## src/bnsa_pkg.sv

```systemverilog
// ----------------------------------------------------------------------------
// bnsa_pkg
// Shared types, constants and helpers of the nearest-neighbor scaler address
// generator.
// ----------------------------------------------------------------------------
package bnsa_pkg;

    localparam int MAX_DIM     = 4096;
    localparam int CFG_W       = 13;
    localparam int CRD_W       = 12;
    localparam int ADDR_W      = 24;
    localparam int CFG_IDX_W   = 3;
    localparam int QUEUE_DEPTH = 4;

    // configuration register indexes
    localparam logic [CFG_IDX_W-1:0] CFG_SRC_AREA_X      = 3'd0;
    localparam logic [CFG_IDX_W-1:0] CFG_SRC_AREA_Y      = 3'd1;
    localparam logic [CFG_IDX_W-1:0] CFG_SRC_AREA_WIDTH  = 3'd2;
    localparam logic [CFG_IDX_W-1:0] CFG_SRC_AREA_HEIGHT = 3'd3;
    localparam logic [CFG_IDX_W-1:0] CFG_SRC_ROW_STRIDE  = 3'd4;
    localparam logic [CFG_IDX_W-1:0] CFG_DEST_WIDTH      = 3'd5;
    localparam logic [CFG_IDX_W-1:0] CFG_DEST_HEIGHT     = 3'd6;

    localparam logic [CFG_W-1:0] NO_ROW = '1;

    // stepping parameters for the front end
    typedef struct packed {
        logic [CFG_W-1:0] dest_w;
        logic [CFG_W-1:0] dest_h;
        logic [CFG_W-1:0] col_quo;
        logic [CRD_W-1:0] col_rem;
        logic [CFG_W-1:0] row_quo;
        logic [CRD_W-1:0] row_rem;
    } t_step_cfg;

    // source mapping for the back end
    typedef struct packed {
        logic [CRD_W-1:0] area_x;
        logic [CRD_W-1:0] area_y;
        logic [CFG_W-1:0] stride;
    } t_map_cfg;

    // one classified pixel between front and back
    typedef struct packed {
        logic [CRD_W-1:0]  src_row;
        logic [CRD_W-1:0]  src_col;
        logic [CRD_W-1:0]  dest_col;
        logic [CRD_W-1:0]  dest_row;
        logic [ADDR_W-1:0] dest_addr;
        logic              repeat_row;
        logic              row_end;
        logic              frame_end;
    } t_item;

    typedef struct packed {
        logic full;
        logic empty;
    } t_queue_stat;

    // a size of zero acts as one, an oversized one as the maximum
    function automatic logic [CFG_W-1:0] eff_size(input logic [CFG_W-1:0] v);
        logic [CFG_W-1:0] res;
        if (v == '0) begin
            res = CFG_W'(1);
        end else if (32'(v) > MAX_DIM) begin
            res = CFG_W'(MAX_DIM);
        end else begin
            res = v;
        end
        return res;
    endfunction

endpackage

```

## src/bnsa_div.sv

```systemverilog
// ----------------------------------------------------------------------------
// bnsa_div
// Restoring divider, one quotient bit per cycle, for the size ratios.
// ----------------------------------------------------------------------------
module bnsa_div (
    input  logic                              i_clk,
    input  logic                              i_rst_n,
    input  logic                              i_start,
    input  logic [bnsa_pkg::CFG_W-1:0]        i_dividend,
    input  logic [bnsa_pkg::CFG_W-1:0]        i_divisor,
    output logic                              o_busy,
    output logic [bnsa_pkg::CFG_W-1:0]        o_quo,
    output logic [bnsa_pkg::CRD_W-1:0]        o_rem
);

    localparam int W   = bnsa_pkg::CFG_W;
    localparam int CW  = $clog2(W);

    logic          r_busy;
    logic [CW-1:0] r_cnt;
    logic [W-1:0]  r_rem;
    logic [W-1:0]  r_quo;
    logic [W-1:0]  r_den;
    logic [W:0]    w_sh;
    logic          w_ge;

    assign w_sh = {r_rem, r_quo[W-1]};
    assign w_ge = (w_sh >= {1'b0, r_den});

    always_ff @(posedge i_clk) begin
        if (!i_rst_n) begin
            r_busy <= 1'b0;
            r_cnt  <= '0;
            r_rem  <= '0;
            r_quo  <= W'(1);
            r_den  <= W'(1);
        end else if (i_start) begin
            r_busy <= 1'b1;
            r_cnt  <= '0;
            r_rem  <= '0;
            r_quo  <= i_dividend;
            r_den  <= i_divisor;
        end else if (r_busy) begin
            r_rem  <= w_ge ? W'(w_sh - {1'b0, r_den}) : w_sh[W-1:0];
            r_quo  <= {r_quo[W-2:0], w_ge};
            r_cnt  <= r_cnt + 1'b1;
            if (r_cnt == CW'(W - 1)) begin
                r_busy <= 1'b0;
            end
        end
    end

    assign o_busy = r_busy;
    assign o_quo  = r_quo;
    assign o_rem  = r_rem[bnsa_pkg::CRD_W-1:0];

endmodule

```

## src/bnsa_front.sv

```systemverilog
// ----------------------------------------------------------------------------
// bnsa_front
// Raster walker: steps destination position and the Bresenham source
// accumulators, and classifies each pixel with its row and frame flags.
// ----------------------------------------------------------------------------
module bnsa_front (
    input  logic                          i_clk,
    input  logic                          i_rst_n,
    input  logic                          i_clear,
    input  logic                          i_accept,
    input  logic                          i_restart,
    input  bnsa_pkg::t_step_cfg           i_cfg,
    output bnsa_pkg::t_item               o_item
);

    localparam int CW = bnsa_pkg::CRD_W;
    localparam int SW = bnsa_pkg::CFG_W;
    localparam int AW = bnsa_pkg::ADDR_W;

    logic [CW-1:0] r_col_cnt, r_row_cnt, r_col_err, r_row_err, r_src_col, r_src_row;
    logic [SW-1:0] r_prev_row;
    logic [AW-1:0] r_daddr;
    logic [CW-1:0] n_col_cnt, n_row_cnt, n_col_err, n_row_err, n_src_col, n_src_row;
    logic [SW-1:0] n_prev_row;
    logic [AW-1:0] n_daddr;

    logic [CW-1:0] w_col_cnt, w_row_cnt, w_col_err, w_row_err, w_src_col, w_src_row;
    logic [SW-1:0] w_prev_row;
    logic [AW-1:0] w_daddr;
    logic          w_last_col, w_last_row;
    logic [SW-1:0] w_col_sum, w_row_sum;
    logic          w_col_carry, w_row_carry;

    // a restart takes effect on the pixel that carries it
    always_comb begin
        w_col_cnt  = i_restart ? '0 : r_col_cnt;
        w_row_cnt  = i_restart ? '0 : r_row_cnt;
        w_col_err  = i_restart ? '0 : r_col_err;
        w_row_err  = i_restart ? '0 : r_row_err;
        w_src_col  = i_restart ? '0 : r_src_col;
        w_src_row  = i_restart ? '0 : r_src_row;
        w_prev_row = i_restart ? bnsa_pkg::NO_ROW : r_prev_row;
        w_daddr    = i_restart ? '0 : r_daddr;
    end

    assign w_last_col = ({1'b0, w_col_cnt} + SW'(1)) >= i_cfg.dest_w;
    assign w_last_row = ({1'b0, w_row_cnt} + SW'(1)) >= i_cfg.dest_h;

    assign w_col_sum   = {1'b0, w_col_err} + {1'b0, i_cfg.col_rem};
    assign w_col_carry = (w_col_sum >= i_cfg.dest_w);
    assign w_row_sum   = {1'b0, w_row_err} + {1'b0, i_cfg.row_rem};
    assign w_row_carry = (w_row_sum >= i_cfg.dest_h);

    always_comb begin
        o_item.src_row    = w_src_row;
        o_item.src_col    = w_src_col;
        o_item.dest_col   = w_col_cnt;
        o_item.dest_row   = w_row_cnt;
        o_item.dest_addr  = w_daddr;
        o_item.repeat_row = (w_prev_row == {1'b0, w_src_row});
        o_item.row_end    = w_last_col;
        o_item.frame_end  = w_last_col && w_last_row;
    end

    always_comb begin
        n_col_cnt  = w_col_cnt;
        n_row_cnt  = w_row_cnt;
        n_col_err  = w_col_err;
        n_row_err  = w_row_err;
        n_src_col  = w_src_col;
        n_src_row  = w_src_row;
        n_prev_row = w_prev_row;
        n_daddr    = w_daddr + AW'(1);
        if (!w_last_col) begin
            n_col_cnt = w_col_cnt + CW'(1);
            n_col_err = w_col_carry ? CW'(w_col_sum - i_cfg.dest_w) : w_col_sum[CW-1:0];
            n_src_col = CW'({1'b0, w_src_col} + i_cfg.col_quo + SW'(w_col_carry));
        end else if (!w_last_row) begin
            n_prev_row = {1'b0, w_src_row};
            n_col_cnt  = '0;
            n_col_err  = '0;
            n_src_col  = '0;
            n_row_cnt  = w_row_cnt + CW'(1);
            n_row_err  = w_row_carry ? CW'(w_row_sum - i_cfg.dest_h) : w_row_sum[CW-1:0];
            n_src_row  = CW'({1'b0, w_src_row} + i_cfg.row_quo + SW'(w_row_carry));
        end else begin
            // wrap to a fresh frame
            n_col_cnt  = '0;
            n_row_cnt  = '0;
            n_col_err  = '0;
            n_row_err  = '0;
            n_src_col  = '0;
            n_src_row  = '0;
            n_prev_row = bnsa_pkg::NO_ROW;
            n_daddr    = '0;
        end
    end

    always_ff @(posedge i_clk) begin
        if (!i_rst_n || i_clear) begin
            r_col_cnt  <= '0;
            r_row_cnt  <= '0;
            r_col_err  <= '0;
            r_row_err  <= '0;
            r_src_col  <= '0;
            r_src_row  <= '0;
            r_prev_row <= bnsa_pkg::NO_ROW;
            r_daddr    <= '0;
        end else if (i_accept) begin
            r_col_cnt  <= n_col_cnt;
            r_row_cnt  <= n_row_cnt;
            r_col_err  <= n_col_err;
            r_row_err  <= n_row_err;
            r_src_col  <= n_src_col;
            r_src_row  <= n_src_row;
            r_prev_row <= n_prev_row;
            r_daddr    <= n_daddr;
        end
    end

endmodule

```

## src/bnsa_queue.sv

```systemverilog
// ----------------------------------------------------------------------------
// bnsa_queue
// Short FIFO of classified pixels between the walker and the address stage.
// ----------------------------------------------------------------------------
module bnsa_queue (
    input  logic                 i_clk,
    input  logic                 i_rst_n,
    input  logic                 i_push,
    input  bnsa_pkg::t_item      i_item,
    input  logic                 i_pop,
    output bnsa_pkg::t_item      o_item,
    output bnsa_pkg::t_queue_stat o_stat
);

    localparam int D  = bnsa_pkg::QUEUE_DEPTH;
    localparam int PW = $clog2(D);
    localparam int NW = $clog2(D + 1);

    bnsa_pkg::t_item r_mem [D];
    logic [PW-1:0]   r_wr_ptr, r_rd_ptr;
    logic [NW-1:0]   r_count;

    always_ff @(posedge i_clk) begin
        if (i_push) begin
            r_mem[r_wr_ptr] <= i_item;
        end
    end

    always_ff @(posedge i_clk) begin
        if (!i_rst_n) begin
            r_wr_ptr <= '0;
            r_rd_ptr <= '0;
            r_count  <= '0;
        end else begin
            if (i_push) begin
                r_wr_ptr <= (32'(r_wr_ptr) == D - 1) ? '0 : r_wr_ptr + PW'(1);
            end
            if (i_pop) begin
                r_rd_ptr <= (32'(r_rd_ptr) == D - 1) ? '0 : r_rd_ptr + PW'(1);
            end
            if (i_push && !i_pop) begin
                r_count <= r_count + NW'(1);
            end else if (!i_push && i_pop) begin
                r_count <= r_count - NW'(1);
            end
        end
    end

    assign o_item = r_mem[r_rd_ptr];

    always_comb begin
        o_stat.full  = (r_count == NW'(D));
        o_stat.empty = (r_count == '0);
    end

endmodule

```

## src/bnsa_back.sv

```systemverilog
// ----------------------------------------------------------------------------
// bnsa_back
// Two-stage address pipeline: row base multiply, then column add. The second
// stage is the output register.
// ----------------------------------------------------------------------------
module bnsa_back (
    input  logic                          i_clk,
    input  logic                          i_rst_n,
    input  bnsa_pkg::t_map_cfg            i_cfg,
    input  logic                          i_avail,
    input  bnsa_pkg::t_item               i_item,
    output logic                          o_take,
    output logic                          o_out_valid,
    input  logic                          i_out_ready,
    output logic [bnsa_pkg::ADDR_W-1:0]   o_src_addr,
    output bnsa_pkg::t_item               o_item
);

    localparam int SW = bnsa_pkg::CFG_W;
    localparam int AW = bnsa_pkg::ADDR_W;

    logic            r_v1, r_v2;
    logic [AW-1:0]   r_base;
    logic [SW-1:0]   r_col;
    bnsa_pkg::t_item r_item1, r_item2;
    logic [AW-1:0]   r_src_addr;

    logic            w_adv2, w_adv1;
    logic [SW-1:0]   w_row;
    logic [2*SW-1:0] w_prod;

    assign w_adv2 = !r_v2 || i_out_ready;
    assign w_adv1 = !r_v1 || w_adv2;
    assign o_take = i_avail && w_adv1;

    assign w_row  = {1'b0, i_cfg.area_y} + {1'b0, i_item.src_row};
    assign w_prod = w_row * i_cfg.stride;

    always_ff @(posedge i_clk) begin
        if (!i_rst_n) begin
            r_v1 <= 1'b0;
            r_v2 <= 1'b0;
        end else begin
            if (w_adv1) begin
                r_v1 <= i_avail;
            end
            if (w_adv2) begin
                r_v2 <= r_v1;
            end
        end
    end

    always_ff @(posedge i_clk) begin
        if (o_take) begin
            r_base  <= w_prod[AW-1:0];
            r_col   <= {1'b0, i_cfg.area_x} + {1'b0, i_item.src_col};
            r_item1 <= i_item;
        end
        if (w_adv2 && r_v1) begin
            r_src_addr <= r_base + AW'(r_col);
            r_item2    <= r_item1;
        end
    end

    assign o_out_valid = r_v2;
    assign o_src_addr  = r_src_addr;
    assign o_item      = r_item2;

endmodule

```

## src/bresenham_nearest_scaler_addr_unit.sv

```systemverilog
// ----------------------------------------------------------------------------
// bresenham_nearest_scaler_addr_unit
// Nearest-neighbor resize address generator using Bresenham coarse scaling.
// ----------------------------------------------------------------------------
// Each input transaction asks for the next destination pixel in raster order
// (i_restart = 1 starts over at the first pixel); each yields one output
// transaction with source and destination addresses, coordinates, the
// repeat-row flag and the row and frame end flags.
// Throughput is one pixel per clock while no division runs and the receiver
// keeps up: the walker steps its accumulators combinationally and a
// four-entry queue feeds the address pipeline. An accepted transaction
// reaches the output through the queue, the row base and the output register.
// When the receiver stalls, the output register holds, the queue fills, and
// o_in_ready drops once the queue is full. Configuration writes with a valid
// index restart the frame and start the two size-ratio divisions, one
// quotient bit per cycle; both o_in_ready and o_cfg_ready then stay low until
// the divisions finish. Reset clears the position to the first pixel and the
// registers to area origin 0 and all sizes 1; no pixel is pending afterwards.
// ----------------------------------------------------------------------------
module bresenham_nearest_scaler_addr_unit (
    input  logic                               i_clk,
    input  logic                               i_rst_n,
    input  logic                               i_in_valid,
    output logic                               o_in_ready,
    input  logic                               i_restart,
    output logic                               o_out_valid,
    input  logic                               i_out_ready,
    output logic [bnsa_pkg::ADDR_W-1:0]        o_src_addr,
    output logic [bnsa_pkg::ADDR_W-1:0]        o_dest_addr,
    output logic [bnsa_pkg::CRD_W-1:0]         o_dest_col,
    output logic [bnsa_pkg::CRD_W-1:0]         o_dest_row,
    output logic                               o_repeat_row,
    output logic                               o_row_end,
    output logic                               o_frame_end,
    input  logic                               i_cfg_valid,
    output logic                               o_cfg_ready,
    input  logic [bnsa_pkg::CFG_IDX_W-1:0]     i_cfg_index,
    input  logic [bnsa_pkg::CFG_W-1:0]         i_cfg_data
);

    localparam int CW = bnsa_pkg::CRD_W;
    localparam int SW = bnsa_pkg::CFG_W;

    logic [CW-1:0] r_area_x, r_area_y;
    logic [SW-1:0] r_area_w, r_area_h, r_stride, r_dest_w, r_dest_h;
    logic          r_div_start;

    logic          w_cfg_acc, w_cfg_hit, w_busy, w_col_busy, w_row_busy;
    logic          w_in_acc, w_take;
    logic [SW-1:0] w_sw, w_sh, w_dw, w_dh;
    logic [SW-1:0] w_col_quo, w_row_quo;
    logic [CW-1:0] w_col_rem, w_row_rem;

    bnsa_pkg::t_step_cfg   w_step_cfg;
    bnsa_pkg::t_map_cfg    w_map_cfg;
    bnsa_pkg::t_item       w_front_item, w_queue_item, w_out_item;
    bnsa_pkg::t_queue_stat w_qstat;

    assign w_busy      = r_div_start || w_col_busy || w_row_busy;
    assign o_cfg_ready = !w_busy;
    assign w_cfg_acc   = i_cfg_valid && o_cfg_ready;
    assign o_in_ready  = !w_busy && !w_qstat.full;
    assign w_in_acc    = i_in_valid && o_in_ready;

    always_comb begin
        case (i_cfg_index)
            bnsa_pkg::CFG_SRC_AREA_X,
            bnsa_pkg::CFG_SRC_AREA_Y,
            bnsa_pkg::CFG_SRC_AREA_WIDTH,
            bnsa_pkg::CFG_SRC_AREA_HEIGHT,
            bnsa_pkg::CFG_SRC_ROW_STRIDE,
            bnsa_pkg::CFG_DEST_WIDTH,
            bnsa_pkg::CFG_DEST_HEIGHT: w_cfg_hit = w_cfg_acc;
            default:                   w_cfg_hit = 1'b0;
        endcase
    end

    always_ff @(posedge i_clk) begin
        if (!i_rst_n) begin
            r_area_x    <= '0;
            r_area_y    <= '0;
            r_area_w    <= SW'(1);
            r_area_h    <= SW'(1);
            r_stride    <= SW'(1);
            r_dest_w    <= SW'(1);
            r_dest_h    <= SW'(1);
            r_div_start <= 1'b0;
        end else begin
            r_div_start <= w_cfg_hit;
            if (w_cfg_acc) begin
                case (i_cfg_index)
                    bnsa_pkg::CFG_SRC_AREA_X:      r_area_x <= i_cfg_data[CW-1:0];
                    bnsa_pkg::CFG_SRC_AREA_Y:      r_area_y <= i_cfg_data[CW-1:0];
                    bnsa_pkg::CFG_SRC_AREA_WIDTH:  r_area_w <= i_cfg_data;
                    bnsa_pkg::CFG_SRC_AREA_HEIGHT: r_area_h <= i_cfg_data;
                    bnsa_pkg::CFG_SRC_ROW_STRIDE:  r_stride <= i_cfg_data;
                    bnsa_pkg::CFG_DEST_WIDTH:      r_dest_w <= i_cfg_data;
                    bnsa_pkg::CFG_DEST_HEIGHT:     r_dest_h <= i_cfg_data;
                    default: begin
                        // drop writes beyond the register list
                    end
                endcase
            end
        end
    end

    assign w_sw = bnsa_pkg::eff_size(r_area_w);
    assign w_sh = bnsa_pkg::eff_size(r_area_h);
    assign w_dw = bnsa_pkg::eff_size(r_dest_w);
    assign w_dh = bnsa_pkg::eff_size(r_dest_h);

    bnsa_div u_col_div (
        .i_clk      (i_clk),
        .i_rst_n    (i_rst_n),
        .i_start    (r_div_start),
        .i_dividend (w_sw),
        .i_divisor  (w_dw),
        .o_busy     (w_col_busy),
        .o_quo      (w_col_quo),
        .o_rem      (w_col_rem)
    );

    bnsa_div u_row_div (
        .i_clk      (i_clk),
        .i_rst_n    (i_rst_n),
        .i_start    (r_div_start),
        .i_dividend (w_sh),
        .i_divisor  (w_dh),
        .o_busy     (w_row_busy),
        .o_quo      (w_row_quo),
        .o_rem      (w_row_rem)
    );

    always_comb begin
        w_step_cfg.dest_w  = w_dw;
        w_step_cfg.dest_h  = w_dh;
        w_step_cfg.col_quo = w_col_quo;
        w_step_cfg.col_rem = w_col_rem;
        w_step_cfg.row_quo = w_row_quo;
        w_step_cfg.row_rem = w_row_rem;
    end

    always_comb begin
        w_map_cfg.area_x = r_area_x;
        w_map_cfg.area_y = r_area_y;
        w_map_cfg.stride = r_stride;
    end

    bnsa_front u_front (
        .i_clk     (i_clk),
        .i_rst_n   (i_rst_n),
        .i_clear   (w_cfg_hit),
        .i_accept  (w_in_acc),
        .i_restart (i_restart),
        .i_cfg     (w_step_cfg),
        .o_item    (w_front_item)
    );

    bnsa_queue u_queue (
        .i_clk   (i_clk),
        .i_rst_n (i_rst_n),
        .i_push  (w_in_acc),
        .i_item  (w_front_item),
        .i_pop   (w_take),
        .o_item  (w_queue_item),
        .o_stat  (w_qstat)
    );

    bnsa_back u_back (
        .i_clk       (i_clk),
        .i_rst_n     (i_rst_n),
        .i_cfg       (w_map_cfg),
        .i_avail     (!w_qstat.empty),
        .i_item      (w_queue_item),
        .o_take      (w_take),
        .o_out_valid (o_out_valid),
        .i_out_ready (i_out_ready),
        .o_src_addr  (o_src_addr),
        .o_item      (w_out_item)
    );

    assign o_dest_addr  = w_out_item.dest_addr;
    assign o_dest_col   = w_out_item.dest_col;
    assign o_dest_row   = w_out_item.dest_row;
    assign o_repeat_row = w_out_item.repeat_row;
    assign o_row_end    = w_out_item.row_end;
    assign o_frame_end  = w_out_item.frame_end;

endmodule

```

## config.mk

```make
export PLATFORM = sky130hd
export DESIGN_NAME = bresenham_nearest_scaler_addr_unit
export DESIGN_NICKNAME = d
export VERILOG_FILES = /design/src/bnsa_pkg.sv /design/src/bnsa_div.sv /design/src/bnsa_front.sv /design/src/bnsa_queue.sv /design/src/bnsa_back.sv /design/src/bresenham_nearest_scaler_addr_unit.sv
export SDC_FILE = /design/constraint.sdc
export NUM_CORES = 2
export LEC_CHECK = 0
export ABC_AREA = 0
export BUFFER_PORTS_ARGS = -buffer_cell sky130_fd_sc_hd__buf_2
export CORE_UTILIZATION = 50
export CTS_BUF_LIST = sky130_fd_sc_hd__clkbuf_4 sky130_fd_sc_hd__clkbuf_8
export CTS_CLUSTER_DIAMETER = 150
export DETAILED_ROUTE_END_ITERATION = 12
export HOLD_SLACK_MARGIN = 0.12
export PLACE_DENSITY = 0.66
export SETUP_SLACK_MARGIN = 0.05
export SYNTH_ARGS = -nofsm -noshare
export SYNTH_HDL_FRONTEND = slang
export SYNTH_SLANG_ARGS = --single-unit
```

## constraint.sdc

```tcl
create_clock -name i_clk -period 25.7 [get_ports i_clk]
set_clock_uncertainty 0.05 [all_clocks]
set_input_delay 1.285 -clock i_clk [delete_from_list [all_inputs] [get_ports i_clk]]
set_output_delay 1.285 -clock i_clk [all_outputs]
set_load 0.01 [all_outputs]
```

==> metrics <==
status complete, no violations; area occupied by multi-input gates 19500 µm²; Seq cells post-synth 761; area share of the largest cell type after synthesis 0.340; Hold Crit Depth 0; final cycle utilization of the critical path 0.328; fillers 6865; GRT Overall Usage 0.227; CTS buffer count 130; RePlAce Congestion 0.871; Area after DPL 42500 µm²; crit path max fanout 27; Antenna Nets Post-Route 0; Hold-fix buffers, CTS 0; clk_lat worst skew 0.75 ns; share of flip-flops with an asynchronous set or reset 0; postcts setup bufs 0; Initial Util 0.507; Adder-Cell Fraction of Synth Area 0.137; Clock Sinks 761; post-cts repair resize count 0; Fin. Hold Viols 0; DP HPWL 64600 µm; clk buf depth 3; Mapped Nets 4036; post-synth cell types 90; # DRC 0; worst min path class reg2reg; Post-Syn Area 40900 µm²; unrepaired setup endpoints after global routing false; Syn. warnings 0; Tmin final 8.44 ns; vias in the first global route 26500; crit path capture type flop; Levels on crit path 27; DRT Wirelength 92700 µm; cell area power density 85.9 nW/µm²; Leak 17.8 nW; Synth-to-Final Area Change 10.6%; CTS tree done; htree depth 4; Synth Instances 3646; DRT iter0 DRCs 1957; main area contributors after synthesis edfxtp_1 (34%), dfxtp_1 (15%), ha_1 (7.2%); layout cells sized above 1 0.126; Req. time, crit path 26.15 ns; Post-synth top flop edfxtp_1; main combinational cell family by area after synthesis adder cells; cells on worst reg2reg path 27; Synth Area in XOR/XNOR 0.0323; post-synthesis mux area share 0.0765; Slew headroom 0.189; die height 288 µm; IO Port Bufs 99; Slew @ Worst Pin 1.21 ns; die span in x 288 µm; Critical Path AT 8.89 ns; row cnt 104; Via Count 27300; initial antenna violation count 5; largest net degree at the start of global routing 75; grt ovf 0; Initial DRT Pass Iterations 7; r2r setup slk 17.26 ns; Final Setup Violations 0; slowest CP cell dfxtp_4; Syn Area/Cell 11.2 µm²; Root Buffer clkbuf_8; I/O pins 100; top cell type by total area after synthesis edfxtp_1; CP bufs+invs 4; total die area 83000 µm²; final setup TNS 0 ns; Top Family by Delay on Critical Path adder cells; drt via density 5.53; Max stage delay on crit path 0.71 ns; Slew Viols, Final 0; Final Cell Area 45200 µm²; Fmax 119 MHz; startpoint types flop; Max-Cap Viols 0; final-stage net count 4155; maximum VDD drop 58.8 µV; Post-Synth Simple-Gate Area 0.137; WL per Instance 18.8 µm; Core Area 80700 µm²; clock slew at reported path FFs 0.06 ns; Reg area 19900 µm²; Post-synth EDFFs 463; Seq/Total Area, Yosys 0.486; compound-gate portion of the synthesized area 0.0912; WS Path Type reg2reg; CP dominant cell by count fa_1; first-pass GRT wire length 147000 µm
power by group:
group	leakage, nW	switching, mW	internal, mW	total, mW
Combinational	9.81	0.662	0.459	1.12
Sequential	6.51	0.0848	1.55	1.63
Clock	1.46	0.496	0.634	1.13
Total	17.8	1.24	2.64	3.88
worst paths after layout:
check / from / to
worst max-delay path: flop / u_back.r_base[19]
worst min-delay path: u_back.r_item1[21] / u_back.o_item[21]
worst max register to register: flop / u_back.r_base[19]
worst min register to register: u_back.r_item1[21] / u_back.o_item[21]
sequential cells by signal (all words and copies together), names as in the netlist, 13 cells and up, named ones only:
name                count
u_queue.r_mem         300
u_back.o_item          51
u_back.r_item1         51
u_back.o_src_addr      24
u_back.r_base          24
u_front.r_daddr        24
r_area_h               13
r_area_w               13
r_dest_h               13
r_dest_w               13
r_stride               13
u_back.r_col           13
u_col_div.o_quo        13
u_col_div.r_den        13
u_col_div.r_rem        13
u_front.r_prev_row     13
u_row_div.o_quo        13
u_row_div.r_den        13
u_row_div.r_rem        13
metrics by stage:
| step | setup slack [ns] | util | instances | hold slack (ns) | power (mW) |
|---|---|---|---|---|---|
| global route | 16.69 | 0.561 | 4932 | 0.369 | 4.11 |
| detailed placement | 17.25 | 0.527 | 4693 | 0.355 | 2.79 |
| floorplan | 17.39 | - | 3646 | 0.350 | 2.48 |
| finish | 17.26 | 0.561 | 4932 | 0.363 | 3.88 |
| CTS | 17.26 | 0.561 | 4931 | 0.363 | 3.93 |
| global placement | 17.32 | 0.527 | 4693 | 0.351 | 2.77 |
logic make-up (layout without fill, tap and decap cells):
family	Yosys count	in the layout
simple gates	1134	1134
flops	761	761
compound gates	583	583
buf+inv	431	656
fa+ha+maj	368	368
mux	218	218
xor+xnor	151	151
other cells	0	1
synth_stat cells, types with 40 or more instances:
cell type  number
nand3_1        87
o21ai_0        96
ha_1          234
clkbuf_1      109
mux2i_1       136
o21ai_1        40
nand2_1       271
nor3_1         67
mux4_2         75
and2_1        107
edfxtp_1      463
inv_1         281
dfxtp_1       298
a21oi_1       174
nor2b_1       131
xnor2_1        99
fa_1          134
xor2_1         52
nor2_1        298
cell type report:
| class | instances | share of cell area |
|---|---|---|
| clock inverter | 46 | 0.00866 |
| clock buffer | 192 | 0.0519 |
| multi-input combinational | 2454 | 0.430 |
| tap | 1060 | 0.0293 |
| timing repair buffer | 134 | 0.0168 |
| sequential | 761 | 0.439 |
| inverter | 284 | 0.0236 |
| antenna | 1 | 0.0000553 |
routing by layer:
metal  track usage  routed length, µm  vias to the layer above
met1         0.325              43900                    13300
met5             0                 45                        -
met2         0.359              42600                      686
met4        0.0635               1610                        6
met3        0.0338               4570                      124
li1              -                  -                    13200
cells in the final DEF, fill, tap and decap left out, types with 130 or more instances in the layout:
cell type / count
dfxtp_1: 295
inv_1: 280
mux2i_1: 136
edfxtp_1: 463
ha_1: 234
nor2b_1: 130
nor2_1: 298
clkbuf_8: 145
nand2_1: 270
fa_1: 134
a21oi_1: 173
Note: power is estimated with default switching activity, not from simulation.
